## src/design/multi_queue_circular_fifo_top_macros.svh

```systemverilog
// assertion helpers for the multi-queue fifo
`ifndef MULTI_QUEUE_CIRCULAR_FIFO_TOP_MACROS_SVH
`define MULTI_QUEUE_CIRCULAR_FIFO_TOP_MACROS_SVH

// same-cycle implication, checked outside reset
`define MQCF_ASSERT_NOW(lbl, ante, cons, msg) \
  lbl: assert property (@(posedge clk) disable iff (!rst_n) (ante) |-> (cons)) \
    else $error(msg);

// next-cycle implication, checked outside reset
`define MQCF_ASSERT_NEXT(lbl, ante, cons, msg) \
  lbl: assert property (@(posedge clk) disable iff (!rst_n) (ante) |=> (cons)) \
    else $error(msg);

`endif

```

## src/design/mqcf_pkg.sv

```systemverilog
package mqcf_pkg;

  localparam int NUM_QUEUES  = 8;
  localparam int QUEUE_DEPTH = 8;

  localparam int QIDX_W  = 3;
  localparam int SLOT_W  = $clog2(QUEUE_DEPTH);
  localparam int ADDR_W  = QIDX_W + SLOT_W;
  localparam int ENTRIES = NUM_QUEUES * QUEUE_DEPTH;
  localparam int ID_W    = 16;
  localparam int FILL_W  = 4;
  localparam int CFG_W   = 4;
  localparam int CIDX_W  = 2;
  localparam int STAT_W  = 2;

  typedef enum logic [STAT_W-1:0] {
    ST_PUSHED   = 2'd0,
    ST_REJECTED = 2'd1,
    ST_POPPED   = 2'd2,
    ST_EMPTY    = 2'd3
  } status_t;

  localparam logic CMD_PUSH = 1'b0;
  localparam logic CMD_POP  = 1'b1;

  localparam logic [CIDX_W-1:0] REG_CAPACITY = 2'd0;
  localparam logic [CIDX_W-1:0] REG_ACTIVE   = 2'd1;

endpackage

```

## src/design/multi_queue_circular_fifo_top.sv

```systemverilog
// timing: the result beat of an accepted input beat is registered and appears in the following cycle
// throughput: one beat per cycle while out_ready is high; the single result
//   register back-pressures the input when a result is held
// reset (rst_n low, synchronous): all queues empty, heads zero, capacity 7,
//   active queues 5, no result pending; stored identifiers are not cleared
module multi_queue_circular_fifo_top (
  input  logic                         clk,
  input  logic                         rst_n,
  // command channel
  input  logic                         in_valid,
  output logic                         in_ready,
  input  logic                         in_command,
  input  logic [mqcf_pkg::QIDX_W-1:0]  in_queue_index,
  input  logic [mqcf_pkg::ID_W-1:0]    in_item_id,
  // result channel
  output logic                         out_valid,
  input  logic                         out_ready,
  output logic [mqcf_pkg::STAT_W-1:0]  out_status,
  output logic [mqcf_pkg::ID_W-1:0]    out_popped_id,
  output logic [mqcf_pkg::FILL_W-1:0]  out_queue_fill,
  output logic                         out_all_full,
  // register write channel
  input  logic                         cfg_valid,
  output logic                         cfg_ready,
  input  logic [mqcf_pkg::CIDX_W-1:0]  cfg_index,
  input  logic [mqcf_pkg::CFG_W-1:0]   cfg_data
);

  import mqcf_pkg::*;

  // configuration registers
  logic [CFG_W-1:0] cap_r;
  logic [CFG_W-1:0] active_r;

  // per-queue bookkeeping, kept in flops
  logic [SLOT_W-1:0] head_r [NUM_QUEUES];
  logic [FILL_W-1:0] fill_r [NUM_QUEUES];
  logic [SLOT_W-1:0] head_nxt [NUM_QUEUES];
  logic [FILL_W-1:0] fill_nxt [NUM_QUEUES];

  // identifier storage, one row of QUEUE_DEPTH slots per queue
  logic [ID_W-1:0] mem [ENTRIES];
  logic [ID_W-1:0] rd_data_r;

  // result register
  logic              out_valid_r;
  status_t           status_r;
  logic [FILL_W-1:0] fill_out_r;
  logic              all_full_r;

  logic              in_acc;
  logic [FILL_W-1:0] cap_eff;
  logic [CFG_W-1:0]  active_eff;
  logic [FILL_W-1:0] q_fill;
  logic [SLOT_W-1:0] q_head;
  logic              q_full;
  logic              q_empty;
  logic              push_ok;
  logic              pop_ok;
  logic [SLOT_W-1:0] wr_slot;
  logic [ADDR_W-1:0] wr_addr;
  logic [ADDR_W-1:0] rd_addr;
  status_t           status_nxt;
  logic              all_full_nxt;

  // the result register empties when taken, so a new beat may enter
  // in the same cycle the old result leaves
  assign in_ready  = !out_valid_r || out_ready;
  assign in_acc    = in_valid && in_ready;
  assign cfg_ready = 1'b1;

  // register writes, out-of-list indexes are dropped
  always_ff @(posedge clk) begin
    if (!rst_n) begin
      cap_r    <= CFG_W'(7);
      active_r <= CFG_W'(5);
    end else if (cfg_valid && cfg_ready) begin
      case (cfg_index)
        REG_CAPACITY: cap_r    <= cfg_data;
        REG_ACTIVE:   active_r <= cfg_data;
        default:      ;
      endcase
    end
  end

  // clamp capacity to 1..QUEUE_DEPTH and active count to NUM_QUEUES
  always_comb begin
    if (cap_r == '0) begin
      cap_eff = FILL_W'(1);
    end else if (FILL_W'(cap_r) > FILL_W'(QUEUE_DEPTH)) begin
      cap_eff = FILL_W'(QUEUE_DEPTH);
    end else begin
      cap_eff = FILL_W'(cap_r);
    end
    if (active_r > CFG_W'(NUM_QUEUES)) begin
      active_eff = CFG_W'(NUM_QUEUES);
    end else begin
      active_eff = active_r;
    end
  end

  // addressed queue lookup
  assign q_fill  = fill_r[in_queue_index];
  assign q_head  = head_r[in_queue_index];
  assign q_full  = (q_fill >= cap_eff);
  assign q_empty = (q_fill == '0);
  assign push_ok = (in_command == CMD_PUSH) && !q_full;
  assign pop_ok  = (in_command == CMD_POP) && !q_empty;

  // tail slot wraps at the row length
  assign wr_slot = SLOT_W'(q_head + q_fill[SLOT_W-1:0]);
  assign wr_addr = {in_queue_index, wr_slot};
  assign rd_addr = {in_queue_index, q_head};

  always_comb begin
    if (in_command == CMD_PUSH) begin
      status_nxt = q_full ? ST_REJECTED : ST_PUSHED;
    end else begin
      status_nxt = q_empty ? ST_EMPTY : ST_POPPED;
    end
  end

  // next head and fill per queue; only the addressed one moves
  always_comb begin
    for (int i = 0; i < NUM_QUEUES; i++) begin
      head_nxt[i] = head_r[i];
      fill_nxt[i] = fill_r[i];
      if (in_acc && (in_queue_index == QIDX_W'(i))) begin
        if (push_ok) begin
          fill_nxt[i] = fill_r[i] + FILL_W'(1);
        end else if (pop_ok) begin
          fill_nxt[i] = fill_r[i] - FILL_W'(1);
          head_nxt[i] = SLOT_W'(head_r[i] + SLOT_W'(1));
        end
      end
    end
  end

  // all-full flag judged on the post-operation fills
  always_comb begin
    all_full_nxt = 1'b1;
    for (int i = 0; i < NUM_QUEUES; i++) begin
      if ((CFG_W'(i) < active_eff) && (fill_nxt[i] < cap_eff)) begin
        all_full_nxt = 1'b0;
      end
    end
  end

  always_ff @(posedge clk) begin
    if (!rst_n) begin
      for (int i = 0; i < NUM_QUEUES; i++) begin
        head_r[i] <= '0;
        fill_r[i] <= '0;
      end
    end else begin
      for (int i = 0; i < NUM_QUEUES; i++) begin
        head_r[i] <= head_nxt[i];
        fill_r[i] <= fill_nxt[i];
      end
    end
  end

  // storage: one write and one registered read per cycle
  always_ff @(posedge clk) begin
    if (in_acc && push_ok) begin
      mem[wr_addr] <= in_item_id;
    end
    if (in_acc && pop_ok) begin
      rd_data_r <= mem[rd_addr];
    end
  end

  // result register, held while the consumer stalls
  always_ff @(posedge clk) begin
    if (!rst_n) begin
      out_valid_r <= 1'b0;
    end else if (in_ready) begin
      out_valid_r <= in_acc;
    end
  end

  always_ff @(posedge clk) begin
    if (in_acc) begin
      status_r   <= status_nxt;
      fill_out_r <= fill_nxt[in_queue_index];
      all_full_r <= all_full_nxt;
    end
  end

  assign out_valid      = out_valid_r;
  assign out_status     = status_r;
  assign out_popped_id  = (status_r == ST_POPPED) ? rd_data_r : '0;
  assign out_queue_fill = fill_out_r;
  assign out_all_full   = all_full_r;

  `include "multi_queue_circular_fifo_top_macros.svh"

  // a held result must block new commands
  `MQCF_ASSERT_NOW(a_stall_blocks_in, out_valid_r && !out_ready, !in_ready, "input taken while result held")

  // every accepted command yields a result next cycle
  `MQCF_ASSERT_NEXT(a_acc_gives_result, in_acc, out_valid_r, "accepted command produced no result")

  // a successful push leaves at least one entry
  `MQCF_ASSERT_NOW(a_push_nonempty, out_valid_r && status_r == ST_PUSHED, fill_out_r != '0, "push reported with empty queue")

  // empty pop reports an empty queue and a zero identifier
  `MQCF_ASSERT_NOW(a_empty_pop, out_valid_r && status_r == ST_EMPTY, fill_out_r == '0 && out_popped_id == '0, "bad empty-pop result")

endmodule
```

## config.mk

```make
export PLATFORM = sky130hd
export DESIGN_NAME = multi_queue_circular_fifo_top
export DESIGN_NICKNAME = d
export VERILOG_FILES = /design/src/design/mqcf_pkg.sv /design/src/design/multi_queue_circular_fifo_top.sv
export VERILOG_INCLUDE_DIRS = /design/src /design/src/design
export SDC_FILE = /design/constraint.sdc
export NUM_CORES = 1
export LEC_CHECK = 0
export BUFFER_PORTS_ARGS = -buffer_cell sky130_fd_sc_hd__buf_2
export CAP_MARGIN = 20
export CORE_ASPECT_RATIO = 1.2
export CORE_MARGIN = 8
export CORE_UTILIZATION = 53
export DETAILED_ROUTE_END_ITERATION = 7
export PLACE_DENSITY = 0.69
export RECOVER_POWER = 100
export SETUP_SLACK_MARGIN = 0.5
export SYNTH_ARGS = -nofsm -noshare
export SYNTH_HDL_FRONTEND = slang
export SYNTH_SLANG_ARGS = --single-unit
```

## constraint.sdc

```tcl
create_clock -name clk -period 13.3 [get_ports clk]
set_input_delay 0.665 -clock clk [delete_from_list [all_inputs] [get_ports clk]]
set_output_delay 0.665 -clock clk [all_outputs]
set_load 0.01 [all_outputs]
```

==> metrics <==
post-CTS sizing=0; Seq cells post-synth=1112; layout cell share with drive strength beyond 1=9.875%; Rows=119; Clock Latency Late Sink=0.70 ns; Seq/Total Area, Yosys=70.41%; setup TNS=0 ns; fin crit share=72.92%; Hold Path Class=primary input to flip-flop; peak supply drop=0.1062 mV; starting density of the core=53.20%; chip height=340.5 µm; Power Density=143.4 nW/µm²; Cell variety after synth=80; H-Tree Depth=3; vias per inst=6.306; clock root buffer master=clkbuf_16; family with the most delay on the worst path=compound AO/OA/AOI/OAI gates; Cell Chain, Critical Path=buf_2 > clkbuf_1 > and2_0 > a22oi_1 > a22o_1 > o21ai_0 > o21ai_0 > xnor2_1 > inv_1 > ha_1 > a2111oi_0 > and3_1 > o32ai_1 > o211ai_1 > nor3_1 > o211ai_1 > a221oi_1; Worst Path Buf+Inv=3; leading cell types by count after synthesis=1047 x edfxtp_1, 687 x nand2_1, 314 x nand3_1; cell with the most instances after synthesis=edfxtp_1; headroom to the max-slew limit=-164.3%; largest net degree at the start of global routing=141; Initial DRC Count=3442; WS Path Type=primary input to flip-flop; synth top area cells=edfxtp_1 68%, nand2_1 5.5%, mux4_2 4.5%; Sink Count=1112; CTS tree=yes; # DRC=0; Sw Ratio=21.23%; Gate Count Post-Synth=3344; run status=complete, but fails checks; Num CTS Buffers=106; DR vias=29480; Lkg Pwr=0.01724 µW; clk buf depth=3; Post-synth EDFFs=1047; Fin Clk Skew=0.03136 ns; post-CTS setup buffer count=0; Synth Cell Area=46500 µm²; die area=97510 µm²; final slew viol count=1199; failing checks=max-capacitance violations, max-slew violations; Fin. Hold Viols=0; Placed Area=48210 µm²; RePlAce Congestion=0.9726; Setup violations, final=0; clk slew on worst S/H paths=0.06 ns; Highest Clock Rate=0.1031 GHz; Yosys top cell by area=edfxtp_1; max incr delay on CP=2.28 ns; flop2flop setup slack=5.85 ns; Ports=57; Synth top area share=67.61%; Worst setup EP type=flip-flop; worst-path fanout max=39; CP Launch Type=primary input; Synth Flop Type=edfxtp_1; combinational share of power=4.4%; Yosys Warn Count=0; wire length of the first global-routing pass=192700 µm; area of the multi-input gates=12650 µm²; Area Overhead vs Synth=10.84%; routed wire length=132800 µm; Clk network pwr share=43.2%; vias in the first global route=28610; Internal=5823 µW; GRT Util Overall=26.67%; width of the die=286.4 µm; RSZ-0062 raised after global routing=no; syn avg cell area=13.91 µm²; CTS Hold Buffers Added=0; fin area=51540 µm²; Critical Path RT=13.74 ns; syn nets=3429; hpwl dp=81830 µm; fill cell count=6629; I/O Buffers=55; GR Overflow Total=0; Final ANT Viol Nets=0; Least-Margin Pin Slew=3.964 ns; max-cap viol count=23; CP arrival=10.14 ns; Worst path slowest cell=o21ai_0; antenna violations before repair=1; post-synthesis async set-or-reset flop share=0%; Placeable Area=87400 µm²; First-pass DRT Iterations=6; Sequential Power Share=52.3%; post-layout min period=9.698 ns; WL per Instance=28.40 µm; # nets final=3518; total area of sequential cells=32740 µm²; sw power=1569 µW
## metal layers
layer | global-route usage (%) | routed length [µm]
met1 | 34.89 | 50060
met2 | 42.58 | 63060
met3 | 5.190 | 12280
met4 | 13.42 | 7371
met5 | 0 | 12
## through the flow
| step | worst slack [ns] | hold slack (ns) | cells | total power [µW] | utilization [%] |
|---|---|---|---|---|---|
| 6_report | 3.602 | 0.2196 | 4675 | 7393 | 58.97 |
| 5_1_grt | 3.034 | 0.2325 | 4673 | 7569 | 58.97 |
| 4_1_cts | 6.462 | 0.1881 | 4672 | 7411 | 59.40 |
| 3_5_place_dp | 5.741 | 0.4963 | 4473 | 4260 | 55.16 |
| 3_3_place_gp | 5.936 | 0.4548 | 4471 | 4252 | 55.13 |
| 2_1_floorplan | 8.111 | 0.4358 | 3344 | 4080 | - |
## cell families (layout without fill, tap and decap cells)
family / count (synthesis) / after routing / synth area share, %
compound gates: 331 / 331 / 5.067
simple gates: 1391 / 1391 / 13.28
xor+xnor: 36 / 36 / 0.6781
fa+ha+maj: 54 / 54 / 1.469
other cells: 1 / 3 / 0.008064
buf+inv: 229 / 409 / 2.379
flops: 1112 / 1112 / 70.41
mux: 190 / 190 / 6.708
## power by group through the flow
stage	Clock [µW]	Combinational (µW)	Sequential, µW
2_1_floorplan	0	152	3930
3_3_place_gp	0	321	3930
3_5_place_dp	0	329	3930
4_1_cts	3220	330	3860
5_1_grt	3360	344	3870
6_report	3200	329	3870
## cells in the final DEF, fill, tap and decap left out, types with 7 or more instances in the layout
| cell type | synthesis | layout |
|---|---|---|
| a2111oi_0 | 9 | 9 |
| a211oi_1 | 23 | 24 |
| a21oi_1 | 62 | 62 |
| a221oi_1 | 11 | 13 |
| a22oi_1 | 12 | 12 |
| a311o_1 | 18 | 18 |
| a311oi_1 | 15 | 15 |
| a31oi_1 | 47 | 47 |
| a32o_1 | 7 | 7 |
| and2_0 | 0 | 22 |
| and2_1 | 38 | 16 |
| and3_1 | 66 | 66 |
| buf_2 | 63 | 40 |
| buf_4 | 18 | 27 |
| bufinv_16 | 0 | 19 |
| clkbuf_1 | 83 | 122 |
| clkbuf_16 | 0 | 109 |
| clkinv_1 | 2 | 19 |
| clkinv_2 | 0 | 19 |
| dfxtp_1 | 65 | 65 |
| edfxtp_1 | 1047 | 1047 |
| ha_1 | 53 | 53 |
| inv_1 | 34 | 35 |
| mux2_2 | 7 | 7 |
| mux2i_1 | 87 | 86 |
| mux4_2 | 93 | 93 |
| nand2_1 | 687 | 688 |
| nand2b_1 | 8 | 8 |
| nand3_1 | 314 | 314 |
| nand4_1 | 38 | 38 |
| nor2_1 | 158 | 155 |
| nor2b_1 | 19 | 17 |
| nor3_1 | 33 | 33 |
| o211ai_1 | 14 | 14 |
| o21ai_0 | 43 | 44 |
| xnor2_1 | 12 | 12 |
| xor2_1 | 24 | 24 |
## tightest hold or removal path: stages
cell,delay (ns)
buf_2,0.09
a21oi_1,0.05
nor2_1,0.07
## sequential cells by signal (all words and copies together) (netlist names)
name and count:
out_valid 1, cap_r 4, fill_r 32, mem 1024, out_queue_fill 4, rd_data_r 16
head_r 24, out_all_full 1, active_r 4, out_status 2
## layout make-up
| class | instances | share of cell area [%] |
|---|---|---|
| clock buffer | 134 | 5.552 |
| sequential | 1112 | 63.53 |
| antenna | 2 | 0.009710 |
| timing repair buffer | 171 | 1.617 |
| inverter | 39 | 0.3229 |
| multi-input combinational | 2003 | 24.55 |
| clock inverter | 65 | 1.636 |
| tap | 1149 | 2.789 |
## path summary, 6_finish.rpt
| check | from | end | depth (start not counted) |
|---|---|---|---|
| worst max-delay path | in_queue_index[0] | out_all_full | 17 |
| worst max register to register | head_r[5][0] | rd_data_r[3] | 9 |
| worst min register to register | cap_r[0] | cap_r[0] | 2 |
| worst min-delay path | cfg_data[3] | cap_r[3] | 3 |
Power figures use the tool's default switching activity.
